==> config.mk <==
export PLATFORM = sky130hd
export DESIGN_NAME = sepl_cell
export DESIGN_NICKNAME = d
export VERILOG_FILES = /design/src/rtl/core/assert_macros.svh /design/src/rtl/core/sepl_pkg.sv /design/src/rtl/core/sepl_cell.sv
export SDC_FILE = /design/constraint.sdc
export NUM_CORES = 1
export LEC_CHECK = 0
export BUFFER_PORTS_ARGS = -buffer_cell sky130_fd_sc_hd__buf_4
export CAP_MARGIN = 20
export CORE_AREA = 2 2 155 157
export DETAILED_ROUTE_END_ITERATION = 10
export DIE_AREA = 0 0 157 159
export GPL_TIMING_DRIVEN = 0
export MAX_ROUTING_LAYER = met4
export PLACE_DENSITY = 0.54
export SLEW_MARGIN = 20
export SYNTH_ARGS = -nofsm -noshare
export SYNTH_HDL_FRONTEND = slang
export SYNTH_SLANG_ARGS = --single-unit
==> constraint.sdc <==
create_clock -name i_clk -period 11.28 [get_ports i_clk]
set_clock_uncertainty 0.2 [all_clocks]
set_input_delay 0 -clock i_clk [delete_from_list [all_inputs] [get_ports i_clk]]
set_output_delay 0 -clock i_clk [all_outputs]
set_load 0.02 [all_outputs]
==> src/rtl/core/assert_macros.svh <==
// Assertion macros shared by the RTL of the sorted edge priority list.
// No dependencies; define NO_ASSERTIONS to compile them out.
`ifndef ASSERT_MACROS_SVH
`define ASSERT_MACROS_SVH

`ifndef NO_ASSERTIONS

// Same-cycle implication under synchronous active-low reset
`define SEPL_ASSERT_IMPLY(label, clk, rst_n, ante, cons) \
    label: assert property (@(posedge clk) disable iff (!rst_n) (ante) |-> (cons)) \
        else $error("sepl assertion failed");

// Next-cycle implication under synchronous active-low reset
`define SEPL_ASSERT_NEXT(label, clk, rst_n, ante, cons) \
    label: assert property (@(posedge clk) disable iff (!rst_n) (ante) |=> (cons)) \
        else $error("sepl assertion failed");

`else

`define SEPL_ASSERT_IMPLY(label, clk, rst_n, ante, cons)
`define SEPL_ASSERT_NEXT(label, clk, rst_n, ante, cons)

`endif

`endif

==> src/rtl/core/sepl_pkg.sv <==
// Package for the sorted edge priority list: request/status codes,
// transaction structs and the control bundle broadcast to the cells. No dependencies.
`default_nettype none

package sepl_pkg;

    localparam int CAPACITY_DEF    = 64;
    localparam int VERTEX_BITS_DEF = 32;
    localparam int FIELD_W         = 32;
    localparam int COUNT_OUT_W     = 7;

    // Request codes
    typedef enum logic [2:0] {
        REQ_INSERT       = 3'd0,
        REQ_REMOVE_EXACT = 3'd1,
        REQ_REMOVE_EDGE  = 3'd2,
        REQ_POP          = 3'd3,
        REQ_QUERY        = 3'd4
    } t_req_e;

    // Status codes
    typedef enum logic [1:0] {
        ST_OK        = 2'd0,
        ST_NOT_FOUND = 2'd1,
        ST_EMPTY     = 2'd2,
        ST_FULL      = 2'd3
    } t_status_e;

    // Input transaction
    typedef struct packed {
        logic [2:0]         req_type;
        logic [FIELD_W-1:0] node_a;
        logic [FIELD_W-1:0] node_b;
        logic [FIELD_W-1:0] priority_req;
    } t_in_item;

    // Output transaction
    typedef struct packed {
        logic [1:0]             status;
        logic [FIELD_W-1:0]     out_node_a;
        logic [FIELD_W-1:0]     out_node_b;
        logic [FIELD_W-1:0]     out_priority;
        logic [COUNT_OUT_W-1:0] entry_count;
    } t_out_item;

    // Request key and update strobes broadcast to every cell
    typedef struct packed {
        logic [FIELD_W-1:0] key_a;
        logic [FIELD_W-1:0] key_b;
        logic [FIELD_W-1:0] key_p;
        logic               need_prio;
        logic               pop_mode;
        logic               insert_en;
        logic               remove_en;
    } t_cell_ctrl;

endpackage

`default_nettype wire

==> src/rtl/core/sepl_cell.sv <==
// One slot of the sorted list: holds an edge, compares it with the broadcast key
// and shifts to/from its neighbors. Depends on sepl_pkg.
`default_nettype none

module sepl_cell #(
    parameter int VERTEX_BITS = sepl_pkg::VERTEX_BITS_DEF,
    parameter int CNT_W       = 7,
    parameter int INDEX       = 0
) (
    input  wire logic                            i_clk,
    input  wire sepl_pkg::t_cell_ctrl            i_ctrl,
    input  wire logic [CNT_W-1:0]                i_count,
    input  wire logic [VERTEX_BITS-1:0]          i_prev_a,
    input  wire logic [VERTEX_BITS-1:0]          i_prev_b,
    input  wire logic [sepl_pkg::FIELD_W-1:0]    i_prev_p,
    input  wire logic                            i_prev_lt,
    input  wire logic [VERTEX_BITS-1:0]          i_next_a,
    input  wire logic [VERTEX_BITS-1:0]          i_next_b,
    input  wire logic [sepl_pkg::FIELD_W-1:0]    i_next_p,
    input  wire logic                            i_pre,
    output logic      [VERTEX_BITS-1:0]          o_a,
    output logic      [VERTEX_BITS-1:0]          o_b,
    output logic      [sepl_pkg::FIELD_W-1:0]    o_p,
    output logic                                 o_lt,
    output logic                                 o_hit
);

    logic [VERTEX_BITS-1:0]       r_a;
    logic [VERTEX_BITS-1:0]       r_b;
    logic [sepl_pkg::FIELD_W-1:0] r_p;
    logic                         w_valid;
    logic                         w_last;
    logic                         w_edge_eq;

    // Occupancy follows from the fill count
    assign w_valid   = (i_count > CNT_W'(INDEX));
    assign w_last    = (i_count == CNT_W'(INDEX + 1));
    assign w_edge_eq = (r_a == i_ctrl.key_a[VERTEX_BITS-1:0]) &&
                       (r_b == i_ctrl.key_b[VERTEX_BITS-1:0]);

    // Local compare results
    assign o_lt  = w_valid && (r_p < i_ctrl.key_p);
    assign o_hit = w_valid && (i_ctrl.pop_mode ? w_last :
                   (w_edge_eq && (!i_ctrl.need_prio || (r_p == i_ctrl.key_p))));

    // Insert: first non-smaller slot takes the key, later slots take their left neighbor.
    // Remove: slots at and after the match take their right neighbor.
    always_ff @(posedge i_clk) begin
        if (i_ctrl.insert_en && !o_lt) begin
            if (i_prev_lt) begin
                r_a <= i_ctrl.key_a[VERTEX_BITS-1:0];
                r_b <= i_ctrl.key_b[VERTEX_BITS-1:0];
                r_p <= i_ctrl.key_p;
            end else begin
                r_a <= i_prev_a;
                r_b <= i_prev_b;
                r_p <= i_prev_p;
            end
        end else if (i_ctrl.remove_en && i_pre) begin
            r_a <= i_next_a;
            r_b <= i_next_b;
            r_p <= i_next_p;
        end
    end

    assign o_a = r_a;
    assign o_b = r_b;
    assign o_p = r_p;

endmodule

`default_nettype wire

== After elaboration in Yosys (flattened, before gate mapping) ==
Cells that the tools add are included.
Word-level totals
  logic and storage cells: 29
  bits in registers: 96
Cells by class
  reductions and logical operators: 10
  eq/ne operators: 4
  multiplexer cells: 10
  $lt $le $gt $ge: 2
Operators with widths (number)
  two-way mux 32 bit: 9
  == test 32 bit: 3
  less-than comparator 32 bit: 1
  == test 7 x 1 -> 1 bit (second input constant): 1
  > comparator 7 x 1 -> 1 bit (second input constant): 1
  logical AND 1 bit: 6
  zero test 1 bit: 2
  nonzero test 2 bit: 1
  logical OR 1 bit: 1
  two-way mux 1 bit: 1

== Longest topological paths before layout ==
  word-level depth: 5
  gate-level depth with buffers: 11
  mapped depth without buffers: 8

== Worst setup path after synthesis ==
No wires, ideal clock.
  path kind: reg2reg
  start: register r_p, in the netlist o_p[14]
  end: register r_a[0] (netlist: o_a[0]) (enable)
  path buffers: 2
  cell stages (with the launch flop): 10
  data required time: 10627 ps
  arrival time: 4112 ps
  setup slack: 6514 ps
  setup time: 453 ps
  path through: edfxtp_1 ha_1 nand4_1 nor4_1 o21ai_0 a31oi_1 or2_1 buf_2 buf_6 a21o_1
On the way
  word-level cells in the longest chain between the ends: 5
Ends and longest elaborated chain
  start, declared: RTL line sepl_cell.sv:30  | logic [sepl_pkg::FIELD_W-1:0] r_p;
  start signal, assigned: RTL line sepl_cell.sv:53  | r_p <= i_ctrl.key_p;
  start signal, assigned: RTL line sepl_cell.sv:57  | r_p <= i_prev_p;
  start signal, assigned: RTL line sepl_cell.sv:62  | r_p <= i_next_p;
  less-than comparator 32 bit: RTL line sepl_cell.sv:42  | assign o_lt = w_valid && (r_p < i_ctrl.key_p);
  logical AND 1 bit: RTL line sepl_cell.sv:42
  zero test 1 bit: RTL line sepl_cell.sv:49  | if (i_ctrl.insert_en && !o_lt) begin
  logical AND 1 bit: RTL line sepl_cell.sv:49
  nonzero test 2 bit (no source line)
  end signal, assigned: RTL line sepl_cell.sv:51  | r_a <= i_ctrl.key_a[VERTEX_BITS-1:0];
  end signal, assigned: RTL line sepl_cell.sv:55  | r_a <= i_prev_a;
  end signal, assigned: RTL line sepl_cell.sv:60  | r_a <= i_next_a;
  end, declared: RTL line sepl_cell.sv:28  | logic [VERTEX_BITS-1:0] r_a;
No other way between the ends.
A chain may end at the register's enable or synchronous reset.

== Final worst setup path ==
  start: register r_p, in the netlist o_p[15]
  end: register r_b[7] (netlist: o_b[7]) (enable)
On the way
  word-level cells in the longest chain between the ends: 5
Ends and longest elaborated chain
  less-than comparator 32 bit: RTL line sepl_cell.sv:42
  logical AND 1 bit: RTL line sepl_cell.sv:42
  zero test 1 bit: RTL line sepl_cell.sv:49
  logical AND 1 bit: RTL line sepl_cell.sv:49
  nonzero test 2 bit (no source line)
  end signal, assigned: RTL line sepl_cell.sv:52  | r_b <= i_ctrl.key_b[VERTEX_BITS-1:0];
  end signal, assigned: RTL line sepl_cell.sv:56  | r_b <= i_prev_b;
  end signal, assigned: RTL line sepl_cell.sv:61  | r_b <= i_next_b;
  end, declared: RTL line sepl_cell.sv:29  | logic [VERTEX_BITS-1:0] r_b;
No other way between the ends.

==> results by group <==
Floorplanning
  – Die ar.: roughly 0.025 mm²
  – Core Rows: between 50 and 60
  – Core area: between 0.02 and 0.025 mm²
  – Starting Density: 29.03%
  – Height of the chip: ~160 µm
  – IO Count: 400
  – Die Wd: between 150 and 200 µm

Worst setup path
  – Worst r2r src: o_p[15]
  – Critical Path AT: between 4 and 5 ns
  – Critical-path top delay cell: a31oi_1
  – Critical path launch point type: flip-flop
  – Worst path cell trace: ha_1 > nand4_1 > nor4_1 > o21ai_0 > a31oi_1 > or2_1 > buf_2 > buf_6 > a21o_4 > buf_16
  – R2R cell count: 10
  – Worst endpoint required time: 11.10 ns
  – Crit-path max cell delay: around 0.66 ns
  – Worst Setup End Kind: flip-flop
  – Setup crit start: o_p[15]
  – R2r endpoint: o_b[7]
  – CP Class: flip-flop to flip-flop
  – Setup crit end: o_b[7]
  – Critical Path Fanout Max: between 50 and 60
  – Reg2reg setup slack: approximately 6.7 ns

Detailed routing
  – Iteration-0 DRC Markers: slightly below 400
  – Vias: between 7000 and 8000
  – Routed len/inst: ~20 µm
  – Detail Route Antenna Nets: 0
  – Total Wirelength: between 30 and 40 mm
  – Vias/cell: 4.774
  – Router iterations before antenna repair: 4
  – Drc violations: 0

Synth
  – Synth area leaders: edfxtp_1 (43%), mux2i_1 (14%), nor3_1 (7.3%), a21oi_1 (6.8%), ha_1 (5.9%)
  – Yosys reg bits: 96
  – Syn nets: just under 1000
  – Leading area contributor after synthesis: edfxtp_1
  – Syn Inst Count: around 650
  – Yosys cell types: 42
  – Yosys warning total: 0
  – Seq/Total Area, Yosys: 42.82%
  – Post-Syn Area: about 0.0067 mm²
  – Syn Area/Cell: 10.42 µm²
  – Synth top area share: 42.82%

Power
  – PD cells: approximately 110 mW/mm²
  – Reg power frac: a little over a third
  – Clk pwr share: roughly 23%
  – Peak VDD IR: roughly 0.096 mV
  – Net load switching power: between 0.4 and 0.5 mW
  – Internal Pwr Total: 0.9309 mW
  – Leakage: around 5.6 nW
  – Combinational share of power: a little over two fifths
  – Switching Share: around a third

Min path
  – Hold crit path type: input port to output port

STA
  – Final setup margin: 6.743 ns
  – Final Slew Violations: 0
  – Max transition margin: between 30 and 40%
  – Post-route setup TNS: 0 ns
  – Final hold vios: 0
  – Slew at the pin closest to its max-slew limit: between 0.9 and 1 ns
  – Min Tclk post-route: roughly 4.5 ns
  – RSZ-0062 raised after global routing: no
  – Period utilisation layout: about two fifths
  – Max Freq: 220.4 MHz
  – Final setup viols: 0

Global routing
  – Initial antenna violation count: 0
  – Largest net degree at the start of global routing: 52
  – Grt ovf: 0
  – GRT Total Usage: 25.04%
  – Vias in the first global route: roughly 8000
  – First-pass GRT wire length: 45.55 mm

Clock tree
  – Post-cts gate resize count: 0
  – Clock tree buffer depth: 2
  – CTS buffer count: 9
  – Total clock sinks: 96
  – TritonCTS clock tree: built
  – Clk_lat worst skew: around 0.35 ns
  – Setup Buffers After CTS: 0
  – CTS root buf: clkbuf_16
  – Post-CTS Hold Buffers: slightly below 200
  – H-tree depth: 3
  – Worst-path clk slew: around 0.070 ns

Status
  – Status: completed

Finish
  – Ant. Diodes: 0
  – Filler cells: ~2200
  – Share of cells above drive strength 1: roughly 36%
  – Fin nets: roughly 1600
  – P&R area growth vs syn: 83.63%

Job
  – Max cap viols: 0

Place
  – Post-DP HPWL: 23.87 mm
  – RePlAce Congestion: just under 0.9
  – Worst setup slack after placement: between 6 and 7 ns
  – IO Port Bufs: slightly below 400
==> state kept, by name, indices dropped and copies added (netlist names) <==
| signal | cells |
|---|---|
| o_p | 32 |
| o_b | 32 |
| o_a | 32 |
==> power groups by stage <==
stage | registers (mW) | clock network, mW | logic [mW]
floorplan | 0.556 | 0 | 0.185
global placement | 0.504 | 0 | 0.478
detailed placement | 0.500 | 0 | 0.484
CTS | 0.493 | 0.318 | 0.582
global route | 0.499 | 0.332 | 0.626
finish | 0.493 | 0.312 | 0.583
==> cell type report <==
cell class	instances	area, µm²	share of cell area [%]
Sequential cell	96	2883	23.32
Timing Repair Buffer	592	4947	40.02
Tap cell	319	399.1	3.228
Inverter	39	146.4	1.184
Buffer	42	212.7	1.720
Clock buffer	9	225.2	1.822
Clock inverter	6	51.30	0.4149
Multi-Input combinational cell	469	3498	28.30
==> metrics by stage <==
| step | instances | power, mW | hold slack [ns] | area (µm²) | utilization (%) |
|---|---|---|---|---|---|
| after detailed placement | 1364 | 0.9838 | 0.1248 | 10150 | 43.79 |
| after global placement | 1363 | 0.9825 | 0.1179 | 10120 | 43.63 |
| after global routing | 1572 | 1.457 | 0.2204 | 12360 | 53.31 |
| final | 1572 | 1.388 | 0.2009 | 12360 | 53.31 |
| after CTS | 1572 | 1.393 | 0.2025 | 12360 | 53.31 |
| after floorplan | 646 | 0.7407 | -0.02262 | 6733 | - |
==> placed cells by master, fill, tap and decap left out, drive strengths merged, types with 2 or more instances in the layout <==
cell and count:
a21o 2, a21oi 110, a221oi 2, and4 2, buf 419, clkbuf 31, clkinv 5, dlygate4sd3 193
edfxtp 96, ha 32, inv 39, mux2i 96, nand2 10, nand2b 4, nand3 5, nand4 12
nor2 3, nor2b 2, nor3 98, nor4 13, o21ai 5, xnor2 15, xor2 42
==> per-layer routing <==
layer | global-route usage [%] | part of all wire [%]
met5 | - | 0
met4 | 9.466 | 3.2
met3 | 3.348 | 5.7
met2 | 40.59 | 48
met1 | 31.72 | 43
==> cell usage after synthesis <==
cell	number
a2111oi_2	1
a21boi_0	1
a21o_1	2
a21oi_1	91
a21oi_2	19
a221oi_1	2
a222oi_1	1
a2bb2oi_1	1
a31oi_1	1
and4_1	2
and4bb_2	1
buf_1	1
buf_2	14
buf_6	5
clkbuf_1	22
edfxtp_1	96
ha_1	32
inv_1	39
mux2i_1	96
nand2_1	10
nand2b_1	4
nand3_1	5
nand4_1	12
nor2_1	3
nor2b_1	2
nor3_1	98
nor4_1	12
nor4_4	1
o2111a_1	1
o2111ai_1	1
o211a_1	1
o21a_1	1
o21ai_0	4
o21ai_1	1
o221a_2	1
o22ai_4	1
o31ai_1	1
or2_1	1
or3_1	1
or4_4	1
xnor2_1	15
xor2_1	42
==> critical path: cells and delay by family (launching register included) <==
kind	cells	cell delay, ns
AND/OR/NAND/NOR	3	0.99
buffers and inverters	3	0.75
adder cells (fa/ha/maj)	1	0.32
flip-flops	1	0.41
AO/OA/AOI/OAI	3	1.47
==> how the worst min path moves through the flow <==
stage	end	slack, ns	depth (start not counted)	startpoint
floorplan	o_hit	-0.02	2	i_ctrl[2]
global placement	o_a[23]	0.12	3	i_next_a[23]
detailed placement	o_a[22]	0.12	3	i_next_a[22]
CTS	o_hit	0.20	4	i_ctrl[2]
global route	o_hit	0.22	4	i_ctrl[2]
finish	o_hit	0.20	4	i_ctrl[2]
==> logic make-up (layout without fill, tap and decap cells) <==
group	Yosys count	in the layout	share of synthesized area, %
AO/OA/AOI/OAI	131	131	11.93
XOR/XNOR	57	57	7.415
adder cells (fa/ha/maj)	32	32	5.947
buffers and inverters	81	688	5.334
flip-flops	96	96	42.82
multiplexers	96	96	14.27
AND/OR/NAND/NOR	153	153	12.28
No activity file was read; power rests on OpenSTA's default activity.
