===== src/rtl/core/assert_macros.svh =====
// Assertion macros shared by the RTL of the sorted edge priority list.
// No dependencies; define NO_ASSERTIONS to compile them out.
`ifndef ASSERT_MACROS_SVH
`define ASSERT_MACROS_SVH

`ifndef NO_ASSERTIONS

// Same-cycle implication under synchronous active-low reset
`define SEPL_ASSERT_IMPLY(label, clk, rst_n, ante, cons) \
    label: assert property (@(posedge clk) disable iff (!rst_n) (ante) |-> (cons)) \
        else $error("sepl assertion failed");

// Next-cycle implication under synchronous active-low reset
`define SEPL_ASSERT_NEXT(label, clk, rst_n, ante, cons) \
    label: assert property (@(posedge clk) disable iff (!rst_n) (ante) |=> (cons)) \
        else $error("sepl assertion failed");

`else

`define SEPL_ASSERT_IMPLY(label, clk, rst_n, ante, cons)
`define SEPL_ASSERT_NEXT(label, clk, rst_n, ante, cons)

`endif

`endif


===== src/rtl/core/sepl_scan.sv =====
// Iterative prefix-OR over the cell hit vector, one doubling step per cycle while i_step is high,
// giving the prefix mask, the first-hit one-hot and a found flag. Depends on nothing but its parameter.
`default_nettype none

module sepl_scan #(
    parameter int N = 64
) (
    input  wire logic         i_clk,
    input  wire logic         i_rst_n,
    input  wire logic         i_load,
    input  wire logic         i_step,
    input  wire logic [N-1:0] i_hit,
    output logic      [N-1:0] o_pre,
    output logic      [N-1:0] o_first,
    output logic              o_found,
    output logic              o_last
);

    localparam int LEVELS = $clog2(N);
    localparam int LVL_W  = (LEVELS > 1) ? $clog2(LEVELS) : 1;

    logic [N-1:0]     r_pre;
    logic [LVL_W-1:0] r_lvl;

    // Level counter
    always_ff @(posedge i_clk) begin
        if (!i_rst_n) begin
            r_lvl <= '0;
        end else if (i_load) begin
            r_lvl <= '0;
        end else if (i_step) begin
            r_lvl <= r_lvl + LVL_W'(1);
        end
    end

    // Doubling prefix OR
    always_ff @(posedge i_clk) begin
        if (i_load) begin
            r_pre <= i_hit;
        end else if (i_step) begin
            r_pre <= r_pre | (r_pre << (32'd1 << r_lvl));
        end
    end

    // Prefix mask: set at the first hit and every slot above it
    assign o_pre   = r_pre;
    assign o_last  = (r_lvl == LVL_W'(LEVELS - 1));
    assign o_found = r_pre[N-1];
    assign o_first = r_pre & ~(r_pre << 1);

endmodule

`default_nettype wire


===== config.mk =====
export PLATFORM = sky130hd
export DESIGN_NAME = sepl_scan
export DESIGN_NICKNAME = d
export VERILOG_FILES = /design/src/rtl/core/assert_macros.svh /design/src/rtl/core/sepl_scan.sv
export SDC_FILE = /design/constraint.sdc
export NUM_CORES = 1
export LEC_CHECK = 0
export ABC_AREA = 1
export BUFFER_PORTS_ARGS = -buffer_cell sky130_fd_sc_hd__buf_2
export CAP_MARGIN = 40
export CORE_ASPECT_RATIO = 0.9
export CORE_MARGIN = 1
export CORE_UTILIZATION = 40
export CTS_CLUSTER_SIZE = 8
export DETAILED_ROUTE_END_ITERATION = 6
export MAX_ROUTING_LAYER = met4
export SETUP_SLACK_MARGIN = 0.1
export SLEW_MARGIN = 20
export SYNTH_ARGS = -nofsm -noshare
export SYNTH_HDL_FRONTEND = slang
export SYNTH_SLANG_ARGS = --single-unit
export TNS_END_PERCENT = 100

===== constraint.sdc =====
create_clock -name i_clk -period 3.1 [get_ports i_clk]
set_clock_uncertainty 0.05 [all_clocks]
set_input_delay 0.155 -clock i_clk [delete_from_list [all_inputs] [get_ports i_clk]]
set_output_delay 0.155 -clock i_clk [all_outputs]
set_load 0.05 [all_outputs]

Yosys cells after proc, flatten, opt, wreduce, memory -nomap -nowiden
Index checks and enable logic that the tools add are counted.

Register bits: 67. Input bits: 68. Output and inout bits: 130. Word-level logic and storage cells: 14.

Add/subtract/negate cells: 1. Equality and inequality tests: 1. Shift operators: 2. Mux-type cells: 2. Bitwise operators: 4. Reductions and logical operators: 2.

Operator list (number): 2-to-1 mux 64 bit (2); bitwise AND 64 bit (1); inverter 64 bit (1); bitwise OR 64 bit (1); << shifter 64 x 32 -> 64 bit (1); << shifter 1 x 3 -> 32 bit (first input constant) (1); adder 3 x 1 -> 3 bit (second input constant) (1); == test 3 bit (second input constant) (1); nonzero test 2 bit (1); OR reduction 2 bit (1); inverter 1 bit (1).

Depth between registers and ports, before layout
Gate-level depths: netlist of the first run.

Depth after elaboration: 5. Mapped depth: 18. Mapped depth without buffers: 17.

Worst setup path before layout of the first run
Ideal clock, no wire load.

Path kind: input to register. Start point: in i_load. End point: reg r_pre[0], in the netlist o_pre[0] (enable). Library setup time: 0.424 ns. Arrival: 2.344 ns. Data required time: 2.626 ns. Setup slack: 0.282 ns. Stages: 5. Buffers on the path: 3. Cell sequence: clkbuf_1 clkinv_1 clkbuf_1 clkbuf_1 nand2_1.

Longest elaborated chain between the ends: 1.

RTL lines: from (decl) (RTL line sepl_scan.sv:10) `input wire logic i_load,`; nonzero test 2 bit (no source line); to (signal assigned) (RTL line sepl_scan.sv:39) `r_pre <= i_hit;`; to (signal assigned) (RTL line sepl_scan.sv:41) `r_pre <= r_pre | (r_pre << (32'd1 << r_lvl));`; to (decl) (RTL line sepl_scan.sv:22) `logic [N-1:0] r_pre;`.

No other way between the ends. A chain may end at the register's enable or synchronous reset.

Final worst setup path of the first run
Start point: reg r_lvl[0]. End point: reg r_pre[56], in the netlist o_pre[56], data pin.

Longest elaborated chain between the ends: 5.

RTL lines: from (decl) (RTL line sepl_scan.sv:23) `logic [LVL_W-1:0] r_lvl;`; from (signal assigned) (RTL line sepl_scan.sv:32) `r_lvl <= r_lvl + LVL_W'(1);`; << shifter 1 x 3 -> 32 bit (RTL line sepl_scan.sv:41); << shifter 64 x 32 -> 64 bit (RTL line sepl_scan.sv:41); bitwise OR 64 bit (RTL line sepl_scan.sv:41); 2-to-1 mux 64 bit (RTL line sepl_scan.sv:40) `end else if (i_step) begin`; 2-to-1 mux 64 bit (RTL line sepl_scan.sv:38) `if (i_load) begin`.

No other way between the ends. The select of a mux whose other input is x is not followed.

==> results.sh, run 1 <==
export IMPL_status="finished clean"
export IMPL_rsz0062_at_grt="false"
export IMPL_met1_usage_pct=54.54
export IMPL_dpl_hpwl_um=28640
export IMPL_routabilityCongestion=1.012
export IMPL_multiInputGateArea_um2=5104
export IMPL_async_flop_share_pct=0
export IMPL_clk_pin_slew_ns=0.07
export IMPL_reg2reg_depth=14
export IMPL_r2r_start="r_lvl[0]"
export IMPL_insertedDiodeCount=0
export IMPL_crit_end="o_pre[56]"
export IMPL_cap_violations=0
export IMPL_routed_via_density=5.935
export IMPL_p_per_area_nw_per_um2=483.3
export IMPL_path_class="reg -> reg"
export IMPL_drtIter0Drc=1636
export IMPL_die_h_um=135.6
export IMPL_wl_um=38100
export IMPL_grt_pass1_wl_um=55910
export IMPL_dieArea_um2=20400
export IMPL_io_buffers=197
export IMPL_synth_top_cell_by_area="nand3_1"
export IMPL_cts_tree="built"
export IMPL_cts_root_buf="clkbuf_16"
export IMPL_critPathMaxStageDelay_ns=0.39
export IMPL_timing_final_crit_share_pct=90.36
export IMPL_slew_headroom_pct=46.01
export IMPL_report_final_slew_viol_count=0
export IMPL_power_static_leakage_nw=4.950
export IMPL_max_freq_mhz=357.0
export IMPL_synth_cells=1385
export IMPL_cts_sinks=67
export IMPL_antenna_found_initial=0
export IMPL_cp_common_cell="nand2_1"
export IMPL_yosysSeqAreaShare_pct=24.98
export IMPL_r2r_setup_slack_ns=0.30
export IMPL_worstMarginPinSlew_ns=0.8049
export IMPL_hold_path_class="in -> reg"
export IMPL_ys_ff_latch=67
export IMPL_crit_path_start_kind="flip-flop"
export IMPL_grt_util_met3_pct=8.148
export IMPL_critPathSlowestCell="dfxtp_1"
export IMPL_io_pins=198
export IMPL_fp_dieW_um=150.5
export IMPL_fin_hold_ws_ns=0.01614
export IMPL_avgRoutedWirePerCell_um=21.36
export IMPL_synthTopCellsByArea="nand3_1, edfxtp_1, nand2_1, nor2_1, inv_1"
export IMPL_r2r_end="o_pre[56]"
export IMPL_cp_required_ns=3.24
export IMPL_synth_cell_types=30
export IMPL_grtUsageMet2_pct=54.30
export IMPL_drtPass1Iterations=6
export IMPL_regArea_um2=1982
export IMPL_yosysMostFrequentCell="nand3_1"
export IMPL_crit_path_cell_trace="inv_1 > ha_1 > nand2_4 > buf_12 > nand2_1 > nand2_1 > nand2_1 > nand2_1 > nand2_1 > nand3_1 > nand3_1 > nand3_1 > nand3_1 > a21oi_1"
export IMPL_h_tree_depth=3
export IMPL_synth_common_cells="nand3_1, nand2_1, nor2_1, inv_1, edfxtp_1"
export IMPL_worstSkewPairLatency_ns=0.36
export IMPL_track_usage_pct=38.16
export IMPL_postSynthAreaPerCell_um2=5.728
export IMPL_numCtsBuffers=9
export IMPL_n_fill_cell=2179
export IMPL_max_vdd_ir_drop_mv=0.3339
export IMPL_crit_fanout=27
export IMPL_core_um2=19280
export IMPL_start_util_pct=41.15
export IMPL_syn_area_um2=7934
export IMPL_fin_crit_ns=2.801
export IMPL_crit_path_start="r_lvl[0]"
export IMPL_total_power_mw=4.565
export IMPL_first_global_vias=9246
export IMPL_hold_viol_final=0
export IMPL_crit_arrival_ns=2.94
export IMPL_num_vias=10590
export IMPL_ys_flop_type="edfxtp_1"
export IMPL_drc=0
export IMPL_end_kind="flip-flop"
export IMPL_syn_to_final_growth_pct=19.05
export IMPL_ant_nets=0
export IMPL_num_rows=48
export IMPL_drive_gt1_share_pct=17.28
export IMPL_overflow=0
export IMPL_nets=1603
export IMPL_fin_tns_setup_ns=0
export IMPL_syn_nets=1459
export IMPL_synth_top_area_share_pct=29.52
export IMPL_synth_edff_count=64
export IMPL_synth_warnings=0
export IMPL_clk_path_buf_depth=2
export IMPL_busiest_layer="met1"
export IMPL_setup_viol=0
export IMPL_grt_max_degree=72
routing by layer:
| metal | up-vias | wire, µm | part of all wire, % |
|---|---|---|---|
| li1 | 4939 | - | - |
| met3 | 48 | 4249 | 11 |
| met1 | 4912 | 16710 | 44 |
| met4 | 0 | 663 | 1.7 |
| met5 | - | 0 | 0 |
| met2 | 689 | 16480 | 43 |
where the power goes:
| part | switching, mW | internal [mW] | total (mW) |
|---|---|---|---|
| clock network | 0.500 | 0.637 | 1.14 |
| logic | 1.67 | 0.566 | 2.24 |
| registers | 0.0911 | 1.10 | 1.19 |
| total | 2.27 | 2.30 | 4.56 |
kinds of logic (layout without fill, tap and decap cells):
kind of cell / after synthesis / count (layout) / synth area share, %
buffers and inverters: 192 / 341 / 11.01
and+or+nand+nor: 1036 / 1036 / 57.04
DFF: 67 / 67 / 24.98
adders and majority gates: 6 / 6 / 0.9462
AOI/OAI and AO/OA: 84 / 84 / 6.024
worst max-delay path: cells and delay by family, from the launching register on:
kind | cells | cell delay, ns
buf+inv | 2 | 0.32
fa+ha+maj | 1 | 0.28
simple gates | 10 | 1.37
compound gates | 1 | 0.22
flops | 1 | 0.39
sequential cells by signal, summed over array words and instances (netlist names):
name   flops
o_pre     64
r_lvl      3
cells in the final DEF, fill, tap and decap left out, types with 4 or more instances in the layout:
cell type    n
a21oi_1     25
a31oi_1     28
buf_12       9
buf_2      197
buf_4       24
clkbuf_16   10
edfxtp_1    64
ha_1         4
inv_1       85
inv_2        5
inv_6        4
nand2_1    339
nand2_2      4
nand3_1    468
nand4_1      6
nor2_1     210
o211ai_1     4
o21ai_0      6
o21ai_1     16
layout make-up:
cell class	count	share of cell area, %
multi-input cells	1126	54.03
flip-flops and latches	67	20.98
repair buffers	233	14.74
inverters	92	3.683
well taps	250	3.312
clock buffers	9	2.384
clock inverters	7	0.8610
metrics by stage:
stage	util (%)	std cells	cell area (µm²)	setup slack (ns)
after detailed placement	47.11	1765	9082	0.2210
final	48.99	1784	9445	0.2990
after floorplan	-	1385	7934	0.2824
after global placement	47.11	1765	9082	0.2610
after CTS	48.75	1782	9399	0.1880
after global routing	48.99	1784	9445	0.1125
worst min path at each step:
stage / startpoint / endpoint / slack, ns / cells past startpoint
after floorplan: i_step / r_lvl[2] / 0.20 / 1
after global placement: i_step / r_lvl[2] / 0.33 / 2
after detailed placement: i_step / r_lvl[2] / 0.34 / 2
after CTS: i_hit[50] / o_pre[50] / 0.01 / 3
after global routing: i_hit[5] / o_pre[5] / 0.04 / 2
final: i_hit[5] / o_pre[5] / 0.02 / 2
what timing repair did:
action,4_1_cts,5_1_grt
endpoints found under the setup margin,0,27
hold buffers,1,0
setup buffers,0,1
resized for setup,0,2
endpoints found under the hold margin,1,0
Power figures use the tool's default switching activity.
==> run 2, diff against run 1 <==
--- a/config.mk
+++ b/config.mk
@@ -9,12 +9,13 @@
 export BUFFER_PORTS_ARGS = -buffer_cell sky130_fd_sc_hd__buf_2
 export CAP_MARGIN = 40
 export CORE_ASPECT_RATIO = 0.9
-export CORE_MARGIN = 1
+export CORE_MARGIN = 2
 export CORE_UTILIZATION = 40
 export CTS_CLUSTER_SIZE = 8
 export DETAILED_ROUTE_END_ITERATION = 6
 export MAX_ROUTING_LAYER = met4
 export SETUP_SLACK_MARGIN = 0.1
+export SKIP_LAST_GASP = 1
 export SLEW_MARGIN = 20
 export SYNTH_ARGS = -nofsm -noshare
 export SYNTH_HDL_FRONTEND = slang
==> run 2 against run 1 <==
Net effect:
- sequential power about the same
- critical path type unchanged
- utilization shrank 0.13 points
- worst hold slack better by 0.0020 ns
- sequential cell count did not move
- via count fell by 0.66%
- die area up 2.8%
- non-clock buffer count down 7
- largest cell class unchanged
- global-route usage fell by 3.3 points
- cell count shrank 0.34%
==> results.sh, run 2 (synthesis gave the netlist of run 1 again) <==
export IMPL_status="finished clean"
export IMPL_cts_root_buf="clkbuf_16"
export IMPL_p_per_area_nw_per_um2=477.3
export IMPL_wl_um=37080
export IMPL_routabilityCongestion=1.008
export IMPL_num_vias=10520
export IMPL_report_final_slew_viol_count=0
export IMPL_holdCritStartpoint="i_hit[5]"
export IMPL_worstMarginPinSlew_ns=0.6349
export IMPL_drtIter0Drc=1567
export IMPL_core_um2=19340
export IMPL_grt_pass1_wl_um=54940
export IMPL_nets=1596
export IMPL_numCtsBuffers=9
export IMPL_grt_max_degree=74
export IMPL_antenna_found_initial=1
export IMPL_hold_path_class="in -> reg"
export IMPL_path_class="reg -> reg"
export IMPL_num_rows=48
export IMPL_final_cell_mix="nand3_1, nand2_1, nor2_1, buf_2, inv_1"
export IMPL_r2r_end="o_pre[52]"
export IMPL_fin_cells=1778
export IMPL_drc=0
export IMPL_fin_hold_ws_ns=0.01810
export IMPL_dpl_instance_area_um2=9133
export IMPL_overflow=0
export IMPL_cts_tree="built"
export IMPL_clk_pin_slew_ns=0.07
export IMPL_power_frac_seq_pct=26.4
export IMPL_p_comb_share_pct=48.7
export IMPL_first_global_vias=9194
export IMPL_crit_path_start_kind="flip-flop"
export IMPL_ant_nets=0
export IMPL_clk_path_buf_depth=2
export IMPL_dpl_hpwl_um=28120
export IMPL_io_pins=198
export IMPL_power_internal_mw=2.291
export IMPL_crit_fanout=56
export IMPL_setup_viol=0
export IMPL_fin_tns_setup_ns=0
export IMPL_layout_commonest_cell="nand3_1"
export IMPL_p_switching_mw=2.219
export IMPL_total_power_mw=4.510
export IMPL_min_path_cells=2
export IMPL_start_util_pct=41.03
export IMPL_io_buffers=197
export IMPL_cts_sinks=67
export IMPL_ctsResizeCount=0
export IMPL_cp_required_ns=3.26
export IMPL_placed_cells=1760
export IMPL_syn_to_final_growth_pct=19.10
export IMPL_fp_dieW_um=152.5
export IMPL_h_tree_depth=3
export IMPL_timing_final_crit_share_pct=88.74
export IMPL_largest_register_ffs=64
export IMPL_r2r_start="r_lvl[0]"
export IMPL_crit_arrival_ns=2.91
export IMPL_finish_instance_area_um2=9449
export IMPL_fin_crit_ns=2.751
export IMPL_track_usage_pct=34.90
export IMPL_reg2reg_depth=12
export IMPL_avgRoutedWirePerCell_um=20.85
export IMPL_n_fill_cell=2139
export IMPL_hold_viol_final=0
export IMPL_routed_via_density=5.916
export IMPL_rsz0062_at_grt="false"
export IMPL_worstSkewPairLatency_ns=0.36
export IMPL_slew_headroom_pct=57.41
export IMPL_cap_violations=0
export IMPL_clkPwrFrac_pct=25.0
export IMPL_die_h_um=137.6
export IMPL_power_static_leakage_nw=4.946
export IMPL_max_freq_mhz=363.5
export IMPL_min_to="o_pre[5]"
export IMPL_end_kind="flip-flop"
export IMPL_drtPass1Iterations=6
export IMPL_max_vdd_ir_drop_mv=0.3488
export IMPL_dieArea_um2=20980
export IMPL_r2r_setup_slack_ns=0.35
export IMPL_drive_gt1_share_pct=16.90
export IMPL_sw_frac_of_total_pct=49.20
-- run 2: worst max-delay path, stage by stage (launching register included) --
cell	delay, ns
dfxtp_1	0.34
ha_1	0.23
ha_2	0.20
buf_12	0.20
nor2_1	0.36
nand2_1	0.14
nand3_1	0.14
nand3_1	0.13
nand3_1	0.11
nand3_1	0.08
nand3_1	0.14
nand3_1	0.24
a21oi_1	0.21
-- run 2: layout make-up --
cell class              instances  area (µm²)  share of cell area [%]
diodes                          1       2.502                 0.02648
inverters                      92       347.8                   3.681
clock buffers                   9       225.2                   2.383
clock inverters                 7       78.83                  0.8342
multi-input cells            1126        5094                   53.91
flip-flops and latches         67        1982                   20.97
well taps                     250       312.8                   3.310
repair buffers                226        1406                   14.88
-- run 2: worst max path at each step --
stage | startpoint | to
after floorplan | i_load | o_pre[0]
after global placement | r_lvl[0] | o_pre[31]
after detailed placement | r_lvl[0] | o_pre[47]
after CTS | r_lvl[0] | o_pre[47]
after global routing | r_lvl[0] | o_pre[63]
final | r_lvl[0] | o_pre[52]
-- run 2: routing by layer --
| layer | up-vias | track usage (%) | wire [µm] |
|---|---|---|---|
| met5 | - | - | 0 |
| met4 | 0 | 9.105 | 783 |
| met3 | 57 | 6.103 | 3806 |
| met2 | 631 | 50.95 | 16240 |
| met1 | 4898 | 49.92 | 16250 |
| li1 | 4932 | - | - |
-- run 2: power by group through the flow --
stage / clock, mW / combinational (mW) / sequential, mW
3_5_place_dp: 0 / 2.15 / 1.20
5_1_grt: 1.16 / 2.36 / 1.20
3_3_place_gp: 0 / 2.15 / 1.21
6_report: 1.13 / 2.20 / 1.19
2_1_floorplan: 0 / 1.29 / 1.45
4_1_cts: 1.12 / 2.16 / 1.19
-- run 2: per-stage QoR --
stage | util, % | setup slack (ns)
after floorplan | - | 0.2824
after global placement | 47.22 | 0.4593
after detailed placement | 47.22 | 0.4315
after CTS | 48.85 | 0.4195
after global routing | 48.86 | 0.1492
final | 48.86 | 0.3491
-- run 2: timing repair --
item	4_1_cts	5_1_grt
hold endpoints to repair	1	0
hold buffers	1	0
setup buffers	0	0
==> run 3, diff against run 2 <==
--- a/config.mk
+++ b/config.mk
@@ -10,10 +10,12 @@
 export CAP_MARGIN = 40
 export CORE_ASPECT_RATIO = 0.9
 export CORE_MARGIN = 2
-export CORE_UTILIZATION = 40
+export CORE_UTILIZATION = 47
 export CTS_CLUSTER_SIZE = 8
 export DETAILED_ROUTE_END_ITERATION = 6
 export MAX_ROUTING_LAYER = met4
+export PLACE_DENSITY = 0.72
+export REMOVE_ABC_BUFFERS = 1
 export SETUP_SLACK_MARGIN = 0.1
 export SKIP_LAST_GASP = 1
 export SLEW_MARGIN = 20
==> run 3 against run 2 <==
Net effect:
- the flow now finishes with violations (design-rule violations)
- highest routed layer unchanged
- sequential power about the same
- first-iteration DRC count down 6.4%
- register-to-register slack worse by 0.02 ns
- sequential cell count unchanged
- setup slack worse by 0.022 ns
- critical path depth down 1
- non-clock buffer count up 3
- clock power down 4%
- die area down 14%
==> results.sh, run 3 (synthesis gave the netlist of run 1 again) <==
export IMPL_status="finished with violations"
export IMPL_violations="design-rule violations"
export IMPL_p_comb_share_pct=48.4
export IMPL_num_vias=10270
export IMPL_io_pins=198
export IMPL_critPathSlowestCell="dfxtp_1"
export IMPL_num_rows=45
export IMPL_power_internal_mw=2.320
export IMPL_sw_frac_of_total_pct=47.13
export IMPL_routed_via_density=5.898
export IMPL_grt_pass1_wl_um=49040
export IMPL_clk_pin_slew_ns=0.06
export IMPL_wl_um=31380
export IMPL_path_class="reg -> reg"
export IMPL_dpl_hpwl_um=23580
export IMPL_max_vdd_ir_drop_mv=0.3937
export IMPL_worstMarginPinSlew_ns=0.5396
export IMPL_grt_util_met3_pct=6.409
export IMPL_crit_fanout=25
export IMPL_drc=6
export IMPL_drtIter0Drc=1466
export IMPL_avgRoutedWirePerCell_um=18.02
export IMPL_worstSkewPairLatency_ns=0.35
export IMPL_cp_common_cell="nand3_1"
export IMPL_start_util_pct=47.44
export IMPL_cts_root_buf="clkbuf_16"
export IMPL_nets=1599
export IMPL_min_to="o_pre[51]"
export IMPL_r2r_setup_slack_ns=0.33
export IMPL_die_h_um=127.3
export IMPL_overflow=0
export IMPL_slew_headroom_pct=64.03
export IMPL_rsz0062_at_grt="false"
export IMPL_antenna_found_initial=0
export IMPL_holdCritStartpoint="i_hit[51]"
export IMPL_finish_instance_area_um2=9328
export IMPL_dpl_instance_area_um2=8999
export IMPL_p_per_area_nw_per_um2=470.6
export IMPL_insertedDiodeCount=0
export IMPL_placed_cells=1723
export IMPL_r2r_start="r_lvl[2]"
export IMPL_end_kind="flip-flop"
export IMPL_largest_register_ffs=64
export IMPL_final_cell_mix="nand3_1, nand2_1, nor2_1, buf_2, inv_1"
export IMPL_p_switching_mw=2.069
export IMPL_hold_path_class="in -> reg"
export IMPL_power_frac_seq_pct=26.8
export IMPL_clkPwrFrac_pct=24.8
export IMPL_crit_arrival_ns=2.82
export IMPL_fin_util_pct=55.78
export IMPL_cts_tree="built"
export IMPL_drive_gt1_share_pct=16.86
export IMPL_critPathMaxStageDelay_ns=0.53
export IMPL_syn_to_final_growth_pct=17.57
export IMPL_track_usage_pct=35.71
export IMPL_hold_viol_final=0
export IMPL_cp_required_ns=3.15
export IMPL_first_global_vias=8939
export IMPL_crit_path_start_kind="flip-flop"
export IMPL_drtPass1Iterations=7
export IMPL_fp_dieW_um=141.0
export IMPL_layout_commonest_cell="nand3_1"
export IMPL_grt_max_degree=67
export IMPL_report_final_slew_viol_count=0
export IMPL_fin_cells=1741
export IMPL_r2r_end="o_pre[38]"
export IMPL_clk_path_buf_depth=2
export IMPL_max_freq_mhz=360.6
export IMPL_cts_sinks=67
export IMPL_numCtsBuffers=9
export IMPL_timing_final_crit_share_pct=89.45
export IMPL_min_path_cells=3
export IMPL_grtUsageMet2_pct=51.45
export IMPL_io_buffers=197
export IMPL_busiest_layer="met2"
export IMPL_crit_path_cell_trace="ha_2 > buf_4 > nor2_1 > nand2_1 > nand3_1 > nand3_1 > nand3_1 > nand3_1 > nand3_1 > nand3_1 > a21oi_1"
export IMPL_h_tree_depth=3
export IMPL_met1_usage_pct=51.34
export IMPL_setup_viol=0
export IMPL_ant_nets=0
export IMPL_core_um2=16720
export IMPL_power_static_leakage_nw=4.926
export IMPL_dieArea_um2=17940
export IMPL_cap_violations=0
export IMPL_fin_crit_ns=2.773
export IMPL_reg2reg_depth=11
export IMPL_routabilityCongestion=1.052
run 3: cell types whose count changed in the layout (fill, tap and decap cells not counted):
cell,delta
buf_4,+10
buf_12,-7
inv_6,-4
clkbuf_1,+3
clkbuf_8,+2
clkinv_4,-1
diode_2,-1
run 3: worst max path at each step:
stage          startpoint        end  slack (ns)
2_1_floorplan      i_load   o_pre[0]       -0.84
3_3_place_gp     r_lvl[0]  o_pre[56]        0.39
3_5_place_dp     r_lvl[0]  o_pre[60]        0.35
4_1_cts          r_lvl[0]  o_pre[60]        0.34
5_1_grt          r_lvl[2]  o_pre[58]        0.14
6_report         r_lvl[2]  o_pre[38]        0.33
run 3: layer usage:
| layer | routed length [µm] | vias to the layer above |
|---|---|---|
| li1 | - | 4935 |
| met4 | 981 | 0 |
| met1 | 14160 | 4595 |
| met2 | 12760 | 665 |
| met5 | 0 | - |
| met3 | 3480 | 74 |
run 3: power groups by stage:
stage / Combinational (mW) / Sequential [mW] / Clock (mW)
2_1_floorplan: 1.22 / 1.46 / 0
3_3_place_gp: 2.07 / 1.19 / 0
3_5_place_dp: 2.07 / 1.19 / 0
4_1_cts: 2.08 / 1.17 / 1.09
5_1_grt: 2.30 / 1.19 / 1.13
6_report: 2.12 / 1.17 / 1.09
run 3: layout make-up:
class,count,area (µm²)
flip-flops and latches,67,1982
well taps,211,264.0
clock inverters,2,35.03
repair buffers,229,1341
clock buffers,14,264.0
inverters,92,347.8
multi-input cells,1126,5094
fillers,1742,7395
run 3: through the flow:
stage	hold slack, ns	TNS, ns	power (mW)	worst slack, ns
final	0.01453	0	4.389	0.3271
after global routing	0.03738	0	4.618	0.1401
after CTS	0.008878	0	4.352	0.3436
after detailed placement	0.3529	0	3.266	0.3523
after global placement	0.3427	0	3.258	0.3856
after floorplan	0.2006	-88.43	2.676	-0.8412
run 3: critical path, delay by kind of cell, from the launching register on:
kind,cells,cell delay (ns)
and+or+nand+nor,8,1.09
DFF,1,0.53
adders and majority gates,1,0.40
buffers and inverters,1,0.34
AOI/OAI and AO/OA,1,0.07
run 3: timing repair:
action,CTS,global route
hold buffers,1,0
endpoints found under the setup margin,0,3
buffers inserted,0,1
hold endpoints to repair,1,0
gates resized for setup,0,0
